<file path="config.mk">
export PLATFORM = sky130hd
export DESIGN_NAME = white_blob_centroid_steer_core
export DESIGN_NICKNAME = d
export VERILOG_FILES = /design/src/rtl/core/wbc_pkg.sv /design/src/rtl/core/wbc_front.sv /design/src/rtl/core/wbc_queue.sv /design/src/rtl/core/wbc_back.sv /design/src/rtl/core/white_blob_centroid_steer_core.sv
export SDC_FILE = /design/constraint.sdc
export NUM_CORES = 1
export LEC_CHECK = 0
export ABC_CLOCK_PERIOD_IN_PS = 6600
export BUFFER_PORTS_ARGS = -buffer_cell sky130_fd_sc_hd__buf_2
export CORE_ASPECT_RATIO = 1.4
export CORE_MARGIN = 2
export CORE_UTILIZATION = 64
export DETAILED_ROUTE_END_ITERATION = 8
export GPL_ROUTABILITY_DRIVEN = 0
export PLACE_DENSITY = 0.82
export SLEW_MARGIN = 10
export SYNTH_ARGS = -nofsm -noshare
export SYNTH_HDL_FRONTEND = slang
export SYNTH_HIERARCHICAL = 1
export SYNTH_SLANG_ARGS = --single-unit
</file>
<file path="constraint.sdc">
create_clock -name clk -period 6.6 [get_ports clk]
set_clock_uncertainty 0.15 [all_clocks]
set_input_delay 0.66 -clock clk [delete_from_list [all_inputs] [get_ports clk]]
set_output_delay 0.66 -clock clk [all_outputs]
set_load 0.1 [all_outputs]
</file>
<file path="src/rtl/core/wbc_pkg.sv">
package wbc_pkg;

  localparam int unsigned DEF_MAX_WIDTH  = 4096;
  localparam int unsigned DEF_MAX_PIXELS = 16777216;

  localparam int unsigned THRESH_W   = 10;
  localparam int unsigned IMG_W      = 13;
  localparam int unsigned COL_W      = 12;
  localparam int unsigned SUM_W      = 36;
  localparam int unsigned COUNT_W    = 25;
  localparam int unsigned CFG_DATA_W = 13;
  localparam int unsigned CFG_IDX_W  = 1;

  localparam logic [THRESH_W-1:0] THRESH_RESET = 10'd170;
  localparam logic [IMG_W-1:0]    WIDTH_RESET  = 13'd640;

  localparam logic [CFG_IDX_W-1:0] CFG_THRESHOLD = 1'd0;
  localparam logic [CFG_IDX_W-1:0] CFG_WIDTH     = 1'd1;

  localparam logic [1:0] STEER_STOP     = 2'd0;
  localparam logic [1:0] STEER_LEFT     = 2'd1;
  localparam logic [1:0] STEER_STRAIGHT = 2'd2;
  localparam logic [1:0] STEER_RIGHT    = 2'd3;

  localparam logic [COL_W-1:0] CENTROID_MAX = 12'd4095;

  // floor(x / 3) == (x * RECIP3) >> 16 for x below 32768
  localparam logic [14:0] RECIP3 = 15'd21846;

  localparam int unsigned QUEUE_DEPTH = 2;
  localparam int unsigned QUEUE_AW    = 1;

  localparam int unsigned DIV_STEPS = SUM_W;
  localparam int unsigned DIV_CNT_W = 6;

  typedef struct packed {
    logic [SUM_W-1:0]   sum;
    logic [COUNT_W-1:0] count;
  } frame_t;

  typedef enum logic [1:0] {
    BK_IDLE,
    BK_DIVIDE,
    BK_HOLD
  } back_state_t;

endpackage

</file>
<file path="src/rtl/core/wbc_front.sv">
module wbc_front #(
  parameter int unsigned MAX_PIXELS = wbc_pkg::DEF_MAX_PIXELS
) (
  input  logic                          clk,
  input  logic                          rst,
  input  logic [wbc_pkg::THRESH_W-1:0]  threshold,
  input  logic [wbc_pkg::IMG_W-1:0]     width,
  input  logic                          in_valid,
  output logic                          in_ready,
  input  logic [7:0]                    red,
  input  logic [7:0]                    green,
  input  logic [7:0]                    blue,
  input  logic                          frame_end,
  output logic                          push_valid,
  input  logic                          push_ready,
  output wbc_pkg::frame_t               push_data
);
  import wbc_pkg::*;

  localparam int unsigned COUNT_FIELD_MAX = (1 << COUNT_W) - 1;
  localparam logic [COUNT_W-1:0] COUNT_CAP =
    (MAX_PIXELS < COUNT_FIELD_MAX) ? COUNT_W'(MAX_PIXELS) : COUNT_W'(COUNT_FIELD_MAX);

  logic [COL_W-1:0]   column;
  logic [SUM_W-1:0]   sum;
  logic [COUNT_W-1:0] count;

  logic [COL_W-1:0]   column_next;
  logic [SUM_W-1:0]   sum_next;
  logic [COUNT_W-1:0] count_next;

  logic [THRESH_W-1:0] luma;
  logic                bright;
  logic [IMG_W-1:0]    col_cur;
  logic [IMG_W-1:0]    col_inc;
  logic [SUM_W:0]      sum_add;
  logic                accept;

  assign in_ready = !frame_end || push_ready;
  assign accept   = in_valid && in_ready;

  always_comb begin
    luma    = THRESH_W'(red) + THRESH_W'(green) + THRESH_W'(blue);
    bright  = luma >= threshold;
    col_cur = {1'b0, column};
    if (col_cur >= width) begin
      col_cur = '0;
    end
    col_inc = col_cur + 1'b1;
    if (col_inc >= width) begin
      col_inc = '0;
    end
    sum_add    = {1'b0, sum} + (SUM_W + 1)'(col_cur);
    sum_next   = sum;
    count_next = count;
    if (bright) begin
      sum_next = sum_add[SUM_W] ? '1 : sum_add[SUM_W-1:0];
      if (count < COUNT_CAP) begin
        count_next = count + 1'b1;
      end
    end
    column_next = col_inc[COL_W-1:0];
  end

  assign push_valid      = in_valid && frame_end;
  assign push_data.sum   = sum_next;
  assign push_data.count = count_next;

  always_ff @(posedge clk) begin
    if (rst) begin
      column <= '0;
      sum    <= '0;
      count  <= '0;
    end else if (accept) begin
      if (frame_end) begin
        column <= '0;
        sum    <= '0;
        count  <= '0;
      end else begin
        column <= column_next;
        sum    <= sum_next;
        count  <= count_next;
      end
    end
  end

endmodule

</file>
<file path="src/rtl/core/wbc_queue.sv">
module wbc_queue (
  input  logic            clk,
  input  logic            rst,
  input  logic            push_valid,
  output logic            push_ready,
  input  wbc_pkg::frame_t push_data,
  output logic            pop_valid,
  input  logic            pop_ready,
  output wbc_pkg::frame_t pop_data
);
  import wbc_pkg::*;

  frame_t               entries [QUEUE_DEPTH];
  logic [QUEUE_AW-1:0]  wr_ptr;
  logic [QUEUE_AW-1:0]  rd_ptr;
  logic [QUEUE_AW:0]    fill;
  logic                 do_push;
  logic                 do_pop;

  assign push_ready = fill != (QUEUE_AW + 1)'(QUEUE_DEPTH);
  assign pop_valid  = fill != '0;
  assign pop_data   = entries[rd_ptr];
  assign do_push    = push_valid && push_ready;
  assign do_pop     = pop_valid && pop_ready;

  always_ff @(posedge clk) begin
    if (do_push) begin
      entries[wr_ptr] <= push_data;
    end
  end

  always_ff @(posedge clk) begin
    if (rst) begin
      wr_ptr <= '0;
      rd_ptr <= '0;
      fill   <= '0;
    end else begin
      if (do_push) begin
        wr_ptr <= (wr_ptr == QUEUE_AW'(QUEUE_DEPTH - 1)) ? '0 : wr_ptr + 1'b1;
      end
      if (do_pop) begin
        rd_ptr <= (rd_ptr == QUEUE_AW'(QUEUE_DEPTH - 1)) ? '0 : rd_ptr + 1'b1;
      end
      case ({do_push, do_pop})
        2'b10:   fill <= fill + 1'b1;
        2'b01:   fill <= fill - 1'b1;
        default: fill <= fill;
      endcase
    end
  end

endmodule

</file>
<file path="src/rtl/core/wbc_back.sv">
module wbc_back (
  input  logic                       clk,
  input  logic                       rst,
  input  logic [wbc_pkg::IMG_W-1:0]  width,
  input  logic                       pop_valid,
  output logic                       pop_ready,
  input  wbc_pkg::frame_t            pop_data,
  output logic                       out_valid,
  input  logic                       out_ready,
  output logic [1:0]                 steer,
  output logic [wbc_pkg::COL_W-1:0]  centroid_column
);
  import wbc_pkg::*;

  back_state_t state;
  back_state_t state_next;

  logic [COUNT_W:0]     rem;
  logic [SUM_W-1:0]     quo;
  logic [COUNT_W-1:0]   divisor;
  logic [DIV_CNT_W-1:0] step;
  logic                 empty;
  logic [COL_W-1:0]     band_low;
  logic [IMG_W-1:0]     band_high;

  logic                 load;
  logic                 finish;
  logic [COUNT_W:0]     trial;
  logic                 fits;
  logic [27:0]          low_prod;
  logic [28:0]          high_prod;
  logic [COL_W-1:0]     cent_c;
  logic [1:0]           steer_c;

  always_comb begin
    state_next = state;
    case (state)
      BK_IDLE: begin
        if (pop_valid) begin
          state_next = (pop_data.count == '0) ? BK_HOLD : BK_DIVIDE;
        end
      end
      BK_DIVIDE: begin
        if (step == '0) begin
          state_next = BK_HOLD;
        end
      end
      BK_HOLD: begin
        if (!out_valid || out_ready) begin
          state_next = BK_IDLE;
        end
      end
      default: state_next = BK_IDLE;
    endcase
  end

  always_comb begin
    load   = 1'b0;
    finish = 1'b0;
    case (state)
      BK_IDLE: load   = pop_valid;
      BK_HOLD: finish = !out_valid || out_ready;
      default: begin
        load   = 1'b0;
        finish = 1'b0;
      end
    endcase
  end

  assign pop_ready = load;

  always_comb begin
    trial     = {rem[COUNT_W-1:0], quo[SUM_W-1]};
    fits      = trial >= {1'b0, divisor};
    low_prod  = {2'b0, width} * {13'b0, RECIP3};
    high_prod = {2'b0, width, 1'b0} * {14'b0, RECIP3};
    cent_c    = (|quo[SUM_W-1:COL_W]) ? CENTROID_MAX : quo[COL_W-1:0];
    if (empty) begin
      steer_c = STEER_STOP;
      cent_c  = '0;
    end else if (cent_c < band_low) begin
      steer_c = STEER_LEFT;
    end else if ({1'b0, cent_c} > band_high) begin
      steer_c = STEER_RIGHT;
    end else begin
      steer_c = STEER_STRAIGHT;
    end
  end

  always_ff @(posedge clk) begin
    if (load) begin
      rem       <= '0;
      quo       <= pop_data.sum;
      divisor   <= pop_data.count;
      step      <= DIV_CNT_W'(DIV_STEPS - 1);
      empty     <= pop_data.count == '0;
      band_low  <= low_prod[27:16];
      band_high <= high_prod[28:16];
    end else if (state == BK_DIVIDE) begin
      rem  <= fits ? trial - {1'b0, divisor} : trial;
      quo  <= {quo[SUM_W-2:0], fits};
      step <= step - 1'b1;
    end
  end

  always_ff @(posedge clk) begin
    if (finish) begin
      steer           <= steer_c;
      centroid_column <= cent_c;
    end
  end

  always_ff @(posedge clk) begin
    if (rst) begin
      state     <= BK_IDLE;
      out_valid <= 1'b0;
    end else begin
      state <= state_next;
      if (finish) begin
        out_valid <= 1'b1;
      end else if (out_ready) begin
        out_valid <= 1'b0;
      end
    end
  end

`ifndef SYNTHESIS
  a_stop_zero: assert property (@(posedge clk) disable iff (rst)
    out_valid && steer == STEER_STOP |-> centroid_column == '0)
    else $error("stop result with nonzero centroid");

  a_left_band: assert property (@(posedge clk) disable iff (rst)
    out_valid && steer == STEER_LEFT |-> centroid_column < band_low)
    else $error("left result outside the left band");

  a_pop_starts: assert property (@(posedge clk) disable iff (rst)
    state == BK_IDLE && pop_valid |=> state == BK_DIVIDE || state == BK_HOLD)
    else $error("queued frame not started");

  a_hold_from_last_step: assert property (@(posedge clk) disable iff (rst)
    state == BK_DIVIDE && step != '0 |=> state == BK_DIVIDE)
    else $error("division left early");
`endif

endmodule

</file>
<file path="src/rtl/core/white_blob_centroid_steer_core.sv">
// result: a frame's sums enter the queue when its last pixel is accepted, then
//   divide unless no pixel was bright; a stalled output holds the result
// throughput: one pixel per cycle while the queue has room at frame end;
//   later frames stream in during division, two finished frames queued ahead
// reset: synchronous; clears sums, column and queue; threshold 170, width 640
module white_blob_centroid_steer_core #(
  parameter int unsigned MAX_WIDTH  = wbc_pkg::DEF_MAX_WIDTH,
  parameter int unsigned MAX_PIXELS = wbc_pkg::DEF_MAX_PIXELS
) (
  input  logic                            clk,
  input  logic                            rst,
  input  logic                            cfg_write,
  input  logic [wbc_pkg::CFG_IDX_W-1:0]   cfg_index,
  input  logic [wbc_pkg::CFG_DATA_W-1:0]  cfg_data,
  input  logic                            in_valid,
  output logic                            in_ready,
  input  logic [7:0]                      red,
  input  logic [7:0]                      green,
  input  logic [7:0]                      blue,
  input  logic                            frame_end,
  output logic                            out_valid,
  input  logic                            out_ready,
  output logic [1:0]                      steer,
  output logic [wbc_pkg::COL_W-1:0]       centroid_column
);
  import wbc_pkg::*;

  logic [THRESH_W-1:0] bright_threshold;
  logic [IMG_W-1:0]    image_width;
  logic [IMG_W-1:0]    width_eff;

  logic   push_valid;
  logic   push_ready;
  frame_t push_data;
  logic   pop_valid;
  logic   pop_ready;
  frame_t pop_data;

  always_ff @(posedge clk) begin
    if (rst) begin
      bright_threshold <= THRESH_RESET;
      image_width      <= WIDTH_RESET;
    end else if (cfg_write) begin
      case (cfg_index)
        CFG_THRESHOLD: bright_threshold <= cfg_data[THRESH_W-1:0];
        CFG_WIDTH:     image_width      <= cfg_data[IMG_W-1:0];
        default:       bright_threshold <= bright_threshold;
      endcase
    end
  end

  always_comb begin
    if (image_width == '0) begin
      width_eff = IMG_W'(1);
    end else if (32'(image_width) > MAX_WIDTH) begin
      width_eff = IMG_W'(MAX_WIDTH);
    end else begin
      width_eff = image_width;
    end
  end

  wbc_front #(
    .MAX_PIXELS(MAX_PIXELS)
  ) u_front (
    .clk        (clk),
    .rst        (rst),
    .threshold  (bright_threshold),
    .width      (width_eff),
    .in_valid   (in_valid),
    .in_ready   (in_ready),
    .red        (red),
    .green      (green),
    .blue       (blue),
    .frame_end  (frame_end),
    .push_valid (push_valid),
    .push_ready (push_ready),
    .push_data  (push_data)
  );

  wbc_queue u_queue (
    .clk        (clk),
    .rst        (rst),
    .push_valid (push_valid),
    .push_ready (push_ready),
    .push_data  (push_data),
    .pop_valid  (pop_valid),
    .pop_ready  (pop_ready),
    .pop_data   (pop_data)
  );

  wbc_back u_back (
    .clk             (clk),
    .rst             (rst),
    .width           (width_eff),
    .pop_valid       (pop_valid),
    .pop_ready       (pop_ready),
    .pop_data        (pop_data),
    .out_valid       (out_valid),
    .out_ready       (out_ready),
    .steer           (steer),
    .centroid_column (centroid_column)
  );

endmodule
</file>
After elaboration in Yosys (flattened, before gate mapping)
Memories as Yosys holds them, arrays and structs flattened. A register that Yosys moved wholly into a read port is not among the register bits.
Index checks and enable logic that the tools add are counted.
{ "classes": {"bitwise": 1, "n_reduce_logical": 21, "mul": 2, "order_cmp": 8, "n_eq_ne": 8, "mux": 33, "n_addsub": 11} }
{ "op_table": {"columns": ["op", "count"], "rows": [
  ["$mux 36", 5],
  ["$mux 25", 4],
  ["$mul 13x14->27 const B", 2],
  ["$mux 12", 4],
  ["$add 36x12->37", 1],
  ["$ge 26x25->1", 1],
  ["$mux 13", 2],
  ["$add 25x1->25 const B", 1],
  ["$logic_not 25->1", 1],
  ["$lt 25x25->1 const B", 1],
  ["$sub 25x25->25", 1],
  ["$reduce_or 24->1", 1],
  ["$add 12x1->13 const B", 1],
  ["$ge 12x13->1", 1],
  ["$ge 13x13->1", 1],
  ["$gt 12x13->1", 1],
  ["$gt 13x13->1 const B", 1],
  ["$logic_not 13->1", 1],
  ["$lt 12x12->1", 1],
  ["$mux 1", 12],
  ["$add 10x8->10", 1],
  ["$ge 10x10->1", 1],
  ["$add 8x8->9", 1],
  ["$mux 2", 4],
  ["20 further kinds", 34]
]} }
{ "word_totals": {"n_memories": 1, "register_bits": 235, "input_bits": 44, "ram_bits": 122, "out_inout_bits": 16} }
{ "mem_list": {"columns": ["name", "depth", "width", "rd", "rd_ports_with_merged_regs", "write_ports", "line_no", "text"], "rows": [
  ["u_queue.entries", 2, 61, 1, 1, 1, "wbc_queue.sv:13", "frame_t entries [QUEUE_DEPTH];"]
]} }

Logic depth before layout (Yosys ltp)
{ "logic_depth": {"depth_word": 9, "ltp_mapped": 25, "depth_no_buf": 23} }

By module
The synthesis kept the hierarchy.
{ "by_module_without_submodules": {"columns": ["mod", "area_per_inst_um2", "n_inst", "seq_area_each_um2", "cells_each"], "rows": [
  ["wbc_back", 9326.4, 1, 3353.2, 967],
  ["wbc_front", 6621.4, 1, 1461.4, 844],
  ["wbc_queue", 4608.2, 1, 3763.6, 214],
  ["white_blob_centroid_steer_core", 944.7, 1, 460.4, 120]
]} }

Worst setup path after synthesis
Ideal clock, no wire load.
{ "synth_timing": {"kind": "register -> register", "start": "register image_width[12]", "end": "register u_back.band_low[10] (data pin)", "setup_slack_ns": 1.141, "t_required_ns": 6.192, "setup_ns": 0.258, "stages_incl_launch_ff": 20, "arrival_time_ns": 5.052, "path_cell_list": "dfxtp_1 clkbuf_1 and2b_1 ha_1 inv_1 fa_1 fa_1 fa_1 fa_1 inv_1 ha_1 o21a_1 o211ai_1 nor3_1 o31ai_1 a2111oi_0 o2111ai_1 nand3b_1 a21oi_1 xnor2_1"} }
{ "synth_between": {"elab_chain_cells": 4, "word_cells_on_any_way": 5, "classes_between": "mul: 1; order compare: 1; mux: 2; reduce/logical: 1"} }
{ "synth_rtl": {"columns": ["element", "line_no", "text"], "rows": [
  ["start: declaration", "white_blob_centroid_steer_core.sv:29", "logic [IMG_W-1:0] image_width;"],
  ["start signal: assignment", "white_blob_centroid_steer_core.sv:46", "CFG_WIDTH: image_width <= cfg_data[IMG_W-1:0];"],
  ["$gt 13x13->1", "white_blob_centroid_steer_core.sv:55", "end else if (32'(image_width) > MAX_WIDTH) begin"],
  ["$mux 13", "white_blob_centroid_steer_core.sv:55", null],
  ["$mux 13 (*)", "white_blob_centroid_steer_core.sv:53", "if (image_width == '0) begin"],
  ["net width_eff[7]", "white_blob_centroid_steer_core.sv:30", "logic [IMG_W-1:0] width_eff;"],
  ["$mul 13x14->27 (*)", "wbc_back.sv:75", "low_prod = {2'b0, width} * {13'b0, RECIP3};"],
  ["end signal: assignment", "wbc_back.sv:97", "band_low <= low_prod[27:16];"],
  ["end: declaration", "wbc_back.sv:23", "logic [COL_W-1:0] band_low;"]
]} }
Mark *: on every way through the listed nets, which the timed path passes. The rest lies on a longest branch.
A chain may end at the register's enable or synchronous reset.

Worst setup path in the final report
Same ends and word-level chain as after synthesis.

==> flow_summary.toml <==
[run_status]
status = "completed"

[yosys]
yosysTopAreaCell = "edfxtp_1"
async_flop_share = 0
yosys_warnings = 6
ys_seq_area_frac = 0.420
netlist_instances = 2145
synth-main-ff-cell = "edfxtp_1"
avgSynthCellArea_um2 = 10.0
yosys-top-cells-area = "edfxtp_1 29%, dfxtp_1 13%, ha_1 10%"
yosysTopAreaCellShare = 0.295
syn-num-nets = 2426
yosysUniqueCellTypes = 89
synth_edf_count = 211
synth_seq_cells = 346
syn_area_um2 = 21500

[hold_path]
hp-start = "cfg_data[1]"
hp-class = "in -> reg"
min_path_cells = 3
whs_endpoint = "bright_threshold[1]"

[clock_tree]
numCtsBuffers = 34
path_clk_slew_ns = 0.06
clockBufferDepth = 3
htree_num_levels = 2
clock-root-buffer = "clkbuf_16"
hold_buffers = 0
cts_tree = "built"
cts_post_setup_buffers_inserted = 0
cts.sink_count = 346
post_cts_resized = 0
clk_latency_ns = 0.52

[die]
design.core.area_um2 = 33200
die_w_um = 159
dieArea_um2 = 35100
start_util = 0.647
die_h_um = 221
rows = 79
boundaryPins = 60

[critical_path]
worst-r2r-setup-slack_ns = 0.43
arrival_ns = 6.28
cp-end-kind = "flip-flop"
rr_startpoint = "image_width[12]"
path_class = "reg -> reg"
cp_max_fo = 17
cp.required_ns = 6.71
r2r_end = "u_back/band_low[10]"
worstSetupStartpointType = "flip-flop"
r2r_cells = 18

[timing]
max_freq_mhz = 162
slew-limit-headroom = 0.223
hold_slack_ns = 0.238
setup_viol = 0
finalMaxSlewViolations = 0
tns_ns = 0
tightest_slew_ns = 1.16
rsz0062_at_grt = "false"
setup_ws_ns = 0.431
finalCritPeriodShare = 0.935
finalWorstPathRequiredPeriod_ns = 6.17
hold_violations = 0

[global_routing]
antenna_found_initial = 0
grt_max_degree = 61
grt_pass1_vias = 16800
globalRouteTotalUtil = 0.280
grt_pass1_wl_um = 80800
grt_overflow = 0

[final_layout]
area_growth_pct = 7.93
nNetsFinal = 2458
fin_cells = 2646
final_util = 0.699
insertedDiodeCount = 0
fillers = 2443
mostFrequentLayoutCells = "281 x nand2_1, 211 x edfxtp_1, 180 x ha_1, 171 x inv_1, 134 x dfxtp_1"
layout_commonest_cell = "nand2_1"
drive_above_1_share = 0.102

[routing]
drc = 0
drt_iter0_drc = 1235
drt-wirelength-per-cell_um = 18.7
via_count = 16400
drt_pass1_iterations = 7
ant_nets = 0
via_per_inst = 6.19
routed_wl_um = 49500

[flow_run]
drv_cap = 0

[power]
power_leakage_nw = 9.87
powerDensity_nw_per_um2 = 319
ir_worst_vdd_uv = 306

[placement]
place_ws_ns = 0.549
dp_hpwl_um = 36300
place_inst = 2586
io_buffer_count = 59
-- stage by stage --
step | cell area, um2 | power (mW)
final | 23200 | 7.41
after global placement | 22100 | 5.38
after CTS | 23200 | 7.42
after global routing | 23200 | 7.86
after detailed placement | 22100 | 5.52
after floorplan | 21500 | 4.90
-- layer usage --
metal  share of wire  wire length [um]  up-vias  global-route usage
li1                -                 -     7720                   -
met1            0.35             17500     7852               0.294
met2            0.55             27200      625               0.550
met3           0.056              2780      171              0.0377
met4           0.042              2060        0               0.124
met5               0                 0        -                   0
-- cell families (layout without fill, tap and decap cells) --
group	count (synthesis)	in the layout	synth area share
simple gates	739	739	0.171
mux	82	82	0.0420
buf+inv	258	314	0.0490
fa+ha+maj	237	237	0.158
compound gates	388	388	0.121
flops	346	346	0.420
xor+xnor	95	95	0.0387
-- synth_stat cells, types with 41 or more instances --
master,instances
clkbuf_1,53
fa_1,57
edfxtp_1,211
ha_1,180
nand2_1,281
inv_1,173
o21ai_0,61
nor3_1,41
xor2_1,47
nand3_1,53
nor2_1,119
a21oi_1,102
xnor2_1,48
nor2b_1,47
dfxtp_1,135
mux2_2,66
-- registers in the layout, indices dropped and copies added (netlist names), 13 cells and up, named ones only --
signal / count
u_back/rem: 25
u_back/divisor: 25
image_width: 13
u_back/quo: 36
u_front/count: 25
u_front/sum: 36
u_queue/entries: 122
-- worst max-delay path by stage --
stage | startpoint | endpoint
global route | image_width[12] | u_back/band_low[10]
CTS | image_width[12] | u_back/band_low[10]
detailed placement | image_width[12] | u_back/band_low[10]
floorplan | image_width[12] | u_back/band_low[10]
finish | image_width[12] | u_back/band_low[10]
global placement | image_width[12] | u_back/band_low[10]
-- final cells by class --
| class | instances | area (um2) | area share |
|---|---|---|---|
| inverter | 173 | 649 | 0.0280 |
| clock inverter | 13 | 129 | 0.00555 |
| multi-input combinational | 1541 | 11400 | 0.492 |
| tap | 445 | 557 | 0.0240 |
| timing repair buffer | 81 | 460 | 0.0198 |
| clock buffer | 47 | 951 | 0.0410 |
| sequential | 346 | 9040 | 0.390 |
-- worst max-delay path, stage by stage, from the launching register on --
cell,delay (ns)
dfxtp_1,0.61
and2b_1,0.30
ha_1,0.37
inv_1,0.08
fa_1,0.59
fa_1,0.45
fa_1,0.52
fa_1,0.56
inv_1,0.05
ha_1,0.31
o21a_1,0.12
o211ai_1,0.11
nor3_1,0.25
o31ai_1,0.14
a2111oi_0,0.65
o2111ai_1,0.25
nand3b_1,0.18
a21oi_1,0.10
xnor2_1,0.12
-- where the power goes --
group / internal [mW] / switching (mW)
logic: 0.963 / 1.62
registers: 2.74 / 0.199
clock network: 1.09 / 0.799
total: 4.80 / 2.61
(Power assumes the default switching activity.)
